## config.mk

```make
export PLATFORM = sky130hd
export DESIGN_NAME = nmea_sentence_validator_flat
export DESIGN_NICKNAME = d
export VERILOG_FILES = /design/src/hdl/nmv_pkg.sv /design/src/hdl/nmv_in_if.sv /design/src/hdl/nmv_out_if.sv /design/src/hdl/nmea_sentence_validator.sv /design/src/hdl/nmv_track.sv /design/src/flat_wrapper.sv
export SDC_FILE = /design/constraint.sdc
export NUM_CORES = 1
export LEC_CHECK = 0
export BUFFER_PORTS_ARGS = -buffer_cell sky130_fd_sc_hd__buf_2
export CAP_MARGIN = 20
export CORE_MARGIN = 10
export CORE_UTILIZATION = 53
export CTS_CLUSTER_SIZE = 24
export DETAILED_ROUTE_END_ITERATION = 10
export MAX_ROUTING_LAYER = met4
export PLACE_DENSITY = 0.76
export SYNTH_ARGS = -nofsm -noshare
export SYNTH_HDL_FRONTEND = slang
export SYNTH_SLANG_ARGS = --single-unit
```

## constraint.sdc

```tcl
create_clock -name clk -period 4.1 [get_ports clk]
set_input_delay 0.82 -clock clk [delete_from_list [all_inputs] [get_ports clk]]
set_output_delay 0.82 -clock clk [all_outputs]
set_load 0.005 [all_outputs]
```

## src/hdl/nmv_pkg.sv

```systemverilog
// Shared types, character codes and helpers for the NMEA sentence validator.
package nmv_pkg;

  localparam int LenW = 7;
  localparam int ByteW = 8;
  localparam int StatW = 3;
  localparam int CfgIdxW = 2;

  localparam logic [LenW-1:0] LenSat = 7'd127;
  localparam logic [LenW-1:0] MinLenRst = 7'd9;
  localparam logic [LenW-1:0] MaxLenRst = 7'd82;

  localparam logic [ByteW-1:0] ChDollar = 8'h24;
  localparam logic [ByteW-1:0] ChStar = 8'h2A;
  localparam logic [ByteW-1:0] ChNl = 8'h0A;

  localparam logic [CfgIdxW-1:0] RegMinLength = 2'd0;
  localparam logic [CfgIdxW-1:0] RegMaxLength = 2'd1;

  typedef enum logic [StatW-1:0] {
    ST_OK        = 3'd0,
    ST_SHORT     = 3'd1,
    ST_LONG      = 3'd2,
    ST_NO_DOLLAR = 3'd3,
    ST_BAD_SUM   = 3'd4
  } status_t;

  // Sentence state after folding in the current byte.
  typedef struct packed {
    logic [LenW-1:0]  byte_count;
    logic [ByteW-1:0] running_xor;
    logic             xor_stopped;
    logic             dollar_ok;
    logic             star_seen;
    logic [1:0]       after_star_count;
    logic [ByteW-1:0] hex_high;
    logic [ByteW-1:0] hex_low;
  } sentence_t;

  // {ok, nibble}; ok is low for anything but 0-9, A-F, a-f.
  function automatic logic [4:0] hex_value(input logic [ByteW-1:0] c);
    logic [4:0] r;
    r = 5'd0;
    if (c >= 8'h30 && c <= 8'h39) begin
      r = {1'b1, c[3:0]};
    end else if ((c >= 8'h41 && c <= 8'h46) || (c >= 8'h61 && c <= 8'h66)) begin
      r = {1'b1, c[3:0] + 4'd9};
    end
    return r;
  endfunction

endpackage

```

## src/hdl/nmv_in_if.sv

```systemverilog
// Request channel carrying one sentence character per transfer.
interface nmv_in_if;
  logic       valid;
  logic       ready;
  logic [7:0] data_byte;
  logic       last_byte;

  modport source (output valid, data_byte, last_byte, input ready);
  modport sink (input valid, data_byte, last_byte, output ready);
endinterface

```

## src/hdl/nmv_out_if.sv

```systemverilog
// Result channel carrying one sentence report per transfer.
interface nmv_out_if;
  logic       valid;
  logic       ready;
  logic [2:0] status;
  logic [7:0] computed_sum;
  logic [7:0] received_sum;

  modport source (output valid, status, computed_sum, received_sum, input ready);
  modport sink (input valid, status, computed_sum, received_sum, output ready);
endinterface

```

## src/hdl/nmea_sentence_validator.sv

```systemverilog
// Top level of the NMEA sentence validator.
//
// Takes an NMEA sentence one character per request on "sentence", with
// last_byte set on its final character, and returns one report per sentence
// on "report": status (ok, too short, too long, no leading '$', checksum
// error), the XOR of the body between '$' and the first '*' or newline, and
// the two hex digits after the last '*'. A missing '*', a short tail or a
// non-hex digit reads as a checksum error with received_sum of zero. Length
// counts saturate at 127. Throughput is one character per clock unless a
// report waits untaken in the single output register, loaded from the
// final character; meanwhile the input stalls, so a slow report consumer
// throttles the character stream. min_length and max_length (reset 9 and
// 82) are written through cfg_we/cfg_index/cfg_data; the user must do so
// only with no sentence in flight, unenforced; other indexes are ignored.
module nmea_sentence_validator (
  input  logic                     clk,
  input  logic                     rst,
  input  logic                     cfg_we,
  input  logic [nmv_pkg::CfgIdxW-1:0] cfg_index,
  input  logic [nmv_pkg::LenW-1:0] cfg_data,
  nmv_in_if.sink                   sentence,
  nmv_out_if.source                report
);
  import nmv_pkg::*;

  logic [LenW-1:0] min_length;
  logic [LenW-1:0] max_length;

  logic      accept;
  logic      finish;
  sentence_t snap;

  logic [4:0]       hi_dec;
  logic [4:0]       lo_dec;
  logic             sum_present;
  logic [ByteW-1:0] recv;
  status_t          status_next;

  // output register drains or is empty -> room for the next character
  assign sentence.ready = !report.valid || report.ready;
  assign accept = sentence.valid && sentence.ready;
  assign finish = accept && sentence.last_byte;

  nmv_track u_track (
    .clk       (clk),
    .rst       (rst),
    .accept    (accept),
    .data_byte (sentence.data_byte),
    .last_byte (sentence.last_byte),
    .snap      (snap)
  );

  // checksum decode; valid only with both digits captured after a '*'
  assign hi_dec = hex_value(snap.hex_high);
  assign lo_dec = hex_value(snap.hex_low);
  assign sum_present = snap.star_seen && (snap.after_star_count == 2'd2)
                       && hi_dec[4] && lo_dec[4];
  assign recv = sum_present ? {hi_dec[3:0], lo_dec[3:0]} : '0;

  // first failing test wins
  always_comb begin
    if (snap.byte_count < min_length) begin
      status_next = ST_SHORT;
    end else if (snap.byte_count > max_length) begin
      status_next = ST_LONG;
    end else if (!snap.dollar_ok) begin
      status_next = ST_NO_DOLLAR;
    end else if (!sum_present || recv != snap.running_xor) begin
      status_next = ST_BAD_SUM;
    end else begin
      status_next = ST_OK;
    end
  end

  // config registers
  always_ff @(posedge clk) begin
    if (rst) begin
      min_length <= MinLenRst;
      max_length <= MaxLenRst;
    end else if (cfg_we) begin
      case (cfg_index)
        RegMinLength: min_length <= cfg_data;
        RegMaxLength: max_length <= cfg_data;
        default: ;
      endcase
    end
  end

  // report register
  always_ff @(posedge clk) begin
    if (rst) begin
      report.valid <= 1'b0;
    end else if (finish) begin
      report.valid <= 1'b1;
    end else if (report.ready) begin
      report.valid <= 1'b0;
    end
  end

  always_ff @(posedge clk) begin
    if (finish) begin
      report.status       <= status_next;
      report.computed_sum <= snap.running_xor;
      report.received_sum <= recv;
    end
  end

  // a finished sentence always shows up as a report next cycle
  a_report_follows: assert property (@(posedge clk) disable iff (rst)
    finish |=> report.valid)
    else $error("report missing after final character");

  // a new report only ever comes from a final character
  a_report_source: assert property (@(posedge clk) disable iff (rst)
    $rose(report.valid) |-> $past(finish))
    else $error("report without a final character");

  // ok status means the checksums agree
  a_ok_matches: assert property (@(posedge clk) disable iff (rst)
    report.valid && report.status == ST_OK |-> report.computed_sum == report.received_sum)
    else $error("ok status with mismatched checksum");

  // no character accepted while an untaken report is held
  a_no_overrun: assert property (@(posedge clk) disable iff (rst)
    report.valid && !report.ready |-> !accept)
    else $error("character taken while report stalled");
endmodule

```

## src/hdl/nmv_track.sv

```systemverilog
// Per-sentence tracking: length, leading dollar, running XOR, checksum capture.
module nmv_track (
  input  logic                    clk,
  input  logic                    rst,
  input  logic                    accept,
  input  logic [7:0]              data_byte,
  input  logic                    last_byte,
  output nmv_pkg::sentence_t      snap
);
  import nmv_pkg::*;

  sentence_t cur;
  sentence_t cur_next;

  always_comb begin
    cur_next = cur;
    if (cur.byte_count != LenSat) begin
      cur_next.byte_count = cur.byte_count + 7'd1;
    end
    if (cur.byte_count == '0) begin
      cur_next.dollar_ok = (data_byte == ChDollar);
    end else if (!cur.xor_stopped) begin
      if (data_byte == ChStar || data_byte == ChNl) begin
        cur_next.xor_stopped = 1'b1;
      end else begin
        cur_next.running_xor = cur.running_xor ^ data_byte;
      end
    end
    if (data_byte == ChStar) begin
      cur_next.star_seen = 1'b1;
      cur_next.after_star_count = 2'd0;
    end else if (cur.star_seen && cur.after_star_count != 2'd2) begin
      if (cur.after_star_count == 2'd0) begin
        cur_next.hex_high = data_byte;
      end else begin
        cur_next.hex_low = data_byte;
      end
      cur_next.after_star_count = cur.after_star_count + 2'd1;
    end
  end

  assign snap = cur_next;

  always_ff @(posedge clk) begin
    if (rst) begin
      cur <= '0;
    end else if (accept) begin
      cur <= last_byte ? sentence_t'('0) : cur_next;
    end
  end

  // a byte that does not end the sentence leaves a nonzero count
  a_count_moves: assert property (@(posedge clk) disable iff (rst)
    accept && !last_byte |=> cur.byte_count != '0)
    else $error("byte count did not advance");

  // ending a sentence clears all tracking state
  a_clear_on_last: assert property (@(posedge clk) disable iff (rst)
    accept && last_byte |=> cur == '0)
    else $error("sentence state not cleared");

  // capture counter never runs past the two checksum digits
  a_capture_bound: assert property (@(posedge clk) disable iff (rst)
    cur.after_star_count != 2'd3)
    else $error("checksum capture overran");
endmodule

```

## src/flat_wrapper.sv

```systemverilog
// flat-port wrapper written by rule: the top's interface ports become plain ports
module nmea_sentence_validator_flat import nmv_pkg::*;
  (clk, rst, cfg_we, cfg_index, cfg_data, sentence_valid, sentence_data_byte, sentence_last_byte, sentence_ready, report_valid, report_status, report_computed_sum, report_received_sum, report_ready);
  nmv_in_if sentence_i ();
  nmv_out_if report_i ();
  input  logic clk;
  input  logic rst;
  input  logic cfg_we;
  input  logic [nmv_pkg::CfgIdxW-1:0] cfg_index;
  input  logic [nmv_pkg::LenW-1:0] cfg_data;
  input wire logic [$bits(sentence_i.valid)-1:0] sentence_valid;
  input wire logic [$bits(sentence_i.data_byte)-1:0] sentence_data_byte;
  input wire logic [$bits(sentence_i.last_byte)-1:0] sentence_last_byte;
  output wire logic [$bits(sentence_i.ready)-1:0] sentence_ready;
  output wire logic [$bits(report_i.valid)-1:0] report_valid;
  output wire logic [$bits(report_i.status)-1:0] report_status;
  output wire logic [$bits(report_i.computed_sum)-1:0] report_computed_sum;
  output wire logic [$bits(report_i.received_sum)-1:0] report_received_sum;
  input wire logic [$bits(report_i.ready)-1:0] report_ready;
  assign sentence_i.valid = sentence_valid;
  assign sentence_i.data_byte = sentence_data_byte;
  assign sentence_i.last_byte = sentence_last_byte;
  assign sentence_ready = sentence_i.ready;
  assign report_valid = report_i.valid;
  assign report_status = report_i.status;
  assign report_computed_sum = report_i.computed_sum;
  assign report_received_sum = report_i.received_sum;
  assign report_i.ready = report_ready;
  nmea_sentence_validator u_core (.clk(clk), .rst(rst), .cfg_we(cfg_we), .cfg_index(cfg_index), .cfg_data(cfg_data), .sentence(sentence_i), .report(report_i));
endmodule
```

==> results.txt <==
share of post-route cells with drive strength above 1 -> 18.3%
fraction of synthesized cell area taken by the top area cell type -> 24.8%
Pins Over Slew Limit -> 0
Setup crit start -> u_core.u_track.cur[16]
placed cell count -> 617
Critical-path top delay cell -> or3b_4
die width -> 108 µm
# IOs -> 44
Tmin final -> 3.85 ns
Worst Setup Path Type -> reg2reg
Most used DFF post-synth -> dfxtp_1
origin of the worst min-delay path -> u_core.max_length[5]
H-tree depth reported by CTS -> 3
total of flip-flops plus latches after synthesis -> 70
critical path data required time -> 4.19 ns
Antenna Cells -> 0
run status -> completed
Synth-to-Final Area Change -> 16.5%
total number of clock tree sinks -> 70
Post-synth EDFFs -> 19
Worst Setup End Kind -> flip-flop
warnings from Yosys -> 0
cell area after placement -> 4590 µm²
Worst Tran Pin Value -> 0.898 ns
Hold Slack -> 0.511 ns
power density over the cells -> 297 nW/µm²
total nets after synthesis -> 517
post-synth cell types -> 61
pre-CTS setup slack -> 0.0712 ns
type of element launching the critical path -> flip-flop
die outline area -> 11700 µm²
pin count of the biggest net entering global routing -> 50
via count of the first global-routing pass -> 3551
Die Span Y -> 108 µm
Critical Path Max Stage Delay -> 0.44 ns
placeable core area -> 7650 µm²
row count -> 32
WL/cell -> 16.7 µm
CTS buffer count -> 9
number of gates given a new drive strength after cts -> 0
min setup slack post-route -> 0.249 ns
final core utilization -> 62.7%
overall overflow remaining after global route -> 0
Final HPWL DP -> 7950 µm
Post-DRT Antenna Nets -> 0
DRC violations left -> 0
data arrival time of the critical path -> 3.94 ns
final non-filler cell total -> 633
total number of vias -> 3696
most frequent standard cell in the layout excluding fill and tap cells -> nor2_1
number of buffers between clock root and the deepest sink -> 2
final setup violation count -> 0
antenna violations before repair -> 0
all-layer global routing usage -> 18.7%
normalized max-slew margin -> 40.2%
Worst path most repeated cell -> ha_1
summed instance area of the synthesized netlist -> 4120 µm²
final worst-path cycle share -> 93.9%
maximum capacitance violations -> 0
hold_buf cts -> 0
worst-path maximum fanout -> 7
maximum achievable frequency -> 0.260 GHz
final instance area -> 4800 µm²
maximum resistive drop on vdd -> 0.198 mV
portion of the post-synthesis area used by sequential elements -> 38.6%
sum of internal, switching and leakage power -> 1.43 mW
buffer count from post-CTS setup fixing -> 0
starting utilization of the core area -> 53.9%
number of instances in the synthesized netlist -> 468
insertion delay of the later-clocked pin in the worst-skew pair -> 0.35 ns
Avg Vias per Cell -> 5.84
wirelength, routed -> 10600 µm
top cells by area in the synthesized netlist -> dfxtp_1, edfxtp_1, ha_1, nor2_1, a22oi_1
clock-pin slew of the registers on the worst-case setup and hold paths -> 0.08 ns
min-delay worst type -> reg2reg
fraction of registers with async set or reset after synthesis -> 0%
NumNets Final -> 575
commonest cells after routing, fill and taps aside -> nor2_1, dfxtp_1, buf_2
clock tree from TritonCTS -> built
Port Buf Inserts -> 43
post-synthesis cell type with the largest combined area -> dfxtp_1
Fin. Hold Viols -> 0
leak pwr -> 2.00 nW
starting DRC count in detailed routing -> 264
buffer type at the clock tree root -> clkbuf_8
GPL Wtd Cong -> 0.948
aggregate negative setup slack -> 0 ns
CP cell instances -> inv_1 -> ha_1 -> or3b_4 -> a21oi_4 -> mux2i_4 -> ha_1 -> nor2_1 -> a221oi_2 -> nand2_1 -> a21oi_2 -> or3b_1 -> a211oi_1 -> nand4_1 -> o41a_1
wire length of the first global-routing pass -> 17200 µm
RR Startpoint -> u_core.u_track.cur[16]
Initial DRT Pass Iterations -> 5
syn avg cell area -> 8.80 µm²
final setup skew -> 0.0142 ns
[cells by family (layout without fill, tap and decap cells)]
kind of cell             Yosys count  in the layout  synth area share [%]
AND/OR/NAND/NOR                  171            171                  21.2
AO/OA/AOI/OAI                    121            121                  19.4
flip-flops                        70             70                  38.6
buffers and inverters             49            112                  4.74
adder cells (fa/ha/maj)           26             26                  7.90
XOR/XNOR                          20             20                  5.29
multiplexers                      11             11                  2.79
[registers in the layout, summed over array words and instances (netlist names)]
name / count
u_core.max_length: 7
u_core.min_length: 7
u_core.report.computed_sum: 8
u_core.report.received_sum: 8
u_core.report.status: 3
u_core.report.valid: 1
u_core.u_track.cur: 36
[layout make-up]
class / instances / area, µm²
repair buffers: 68 / 403
clock inverters: 6 / 70.1
clock buffers: 10 / 128
multi-input cells: 349 / 2370
fillers: 652 / 2850
inverters: 28 / 105
flip-flops and latches: 70 / 1590
well taps: 102 / 128
[report_power, final]
group	internal, mW	switching, mW
Combinational	0.0520	0.0844
Sequential	0.725	0.00568
Clock	0.286	0.273
Total	1.06	0.363
[per-layer routing]
metal / share of wire, % / vias to the layer above / global-route usage [%] / routed length, µm
li1: - / 1804 / - / -
met2: 46 / 149 / 29.4 / 4880
met1: 44 / 1718 / 23.3 / 4590
met5: 0 / - / - / 0
met3: 8.1 / 25 / 3.87 / 859
met4: 2.1 / 0 / 6.58 / 222
[final timing paths]
| check | endpoint | slack, ns | depth (start not counted) |
|---|---|---|---|
| max | u_core.report.status[2] | 0.25 | 14 |
| min reg2reg | u_core.max_length[5] | 0.51 | 2 |
| min | u_core.max_length[5] | 0.51 | 2 |
| max reg2reg | u_core.report.status[2] | 0.25 | 14 |
[Yosys cell counts (4+ instances only)]
cell type and number:
nor2_1 74, dfxtp_1 51, a21oi_1 36, inv_1 28, ha_1 26, a22oi_1 25
nand2_1 20, o21ai_0 20, edfxtp_1 19, nand3_1 17, clkbuf_1 16, xnor2_1 14
mux2i_1 9, nand2b_1 8, nor4_1 7, and3_1 6, nor2b_1 6, and2_1 5
a21o_1 4, a31oi_1 4, o21a_1 4
[critical path, delay by kind of cell (launching register included)]
kind | cells | cell delay [ns]
AO/OA/AOI/OAI | 5 | 1.27
adder cells (fa/ha/maj) | 2 | 0.49
buffers and inverters | 1 | 0.09
flip-flops | 1 | 0.35
multiplexers | 1 | 0.30
AND/OR/NAND/NOR | 5 | 1.10
No activity file was read; power rests on OpenSTA's default activity.
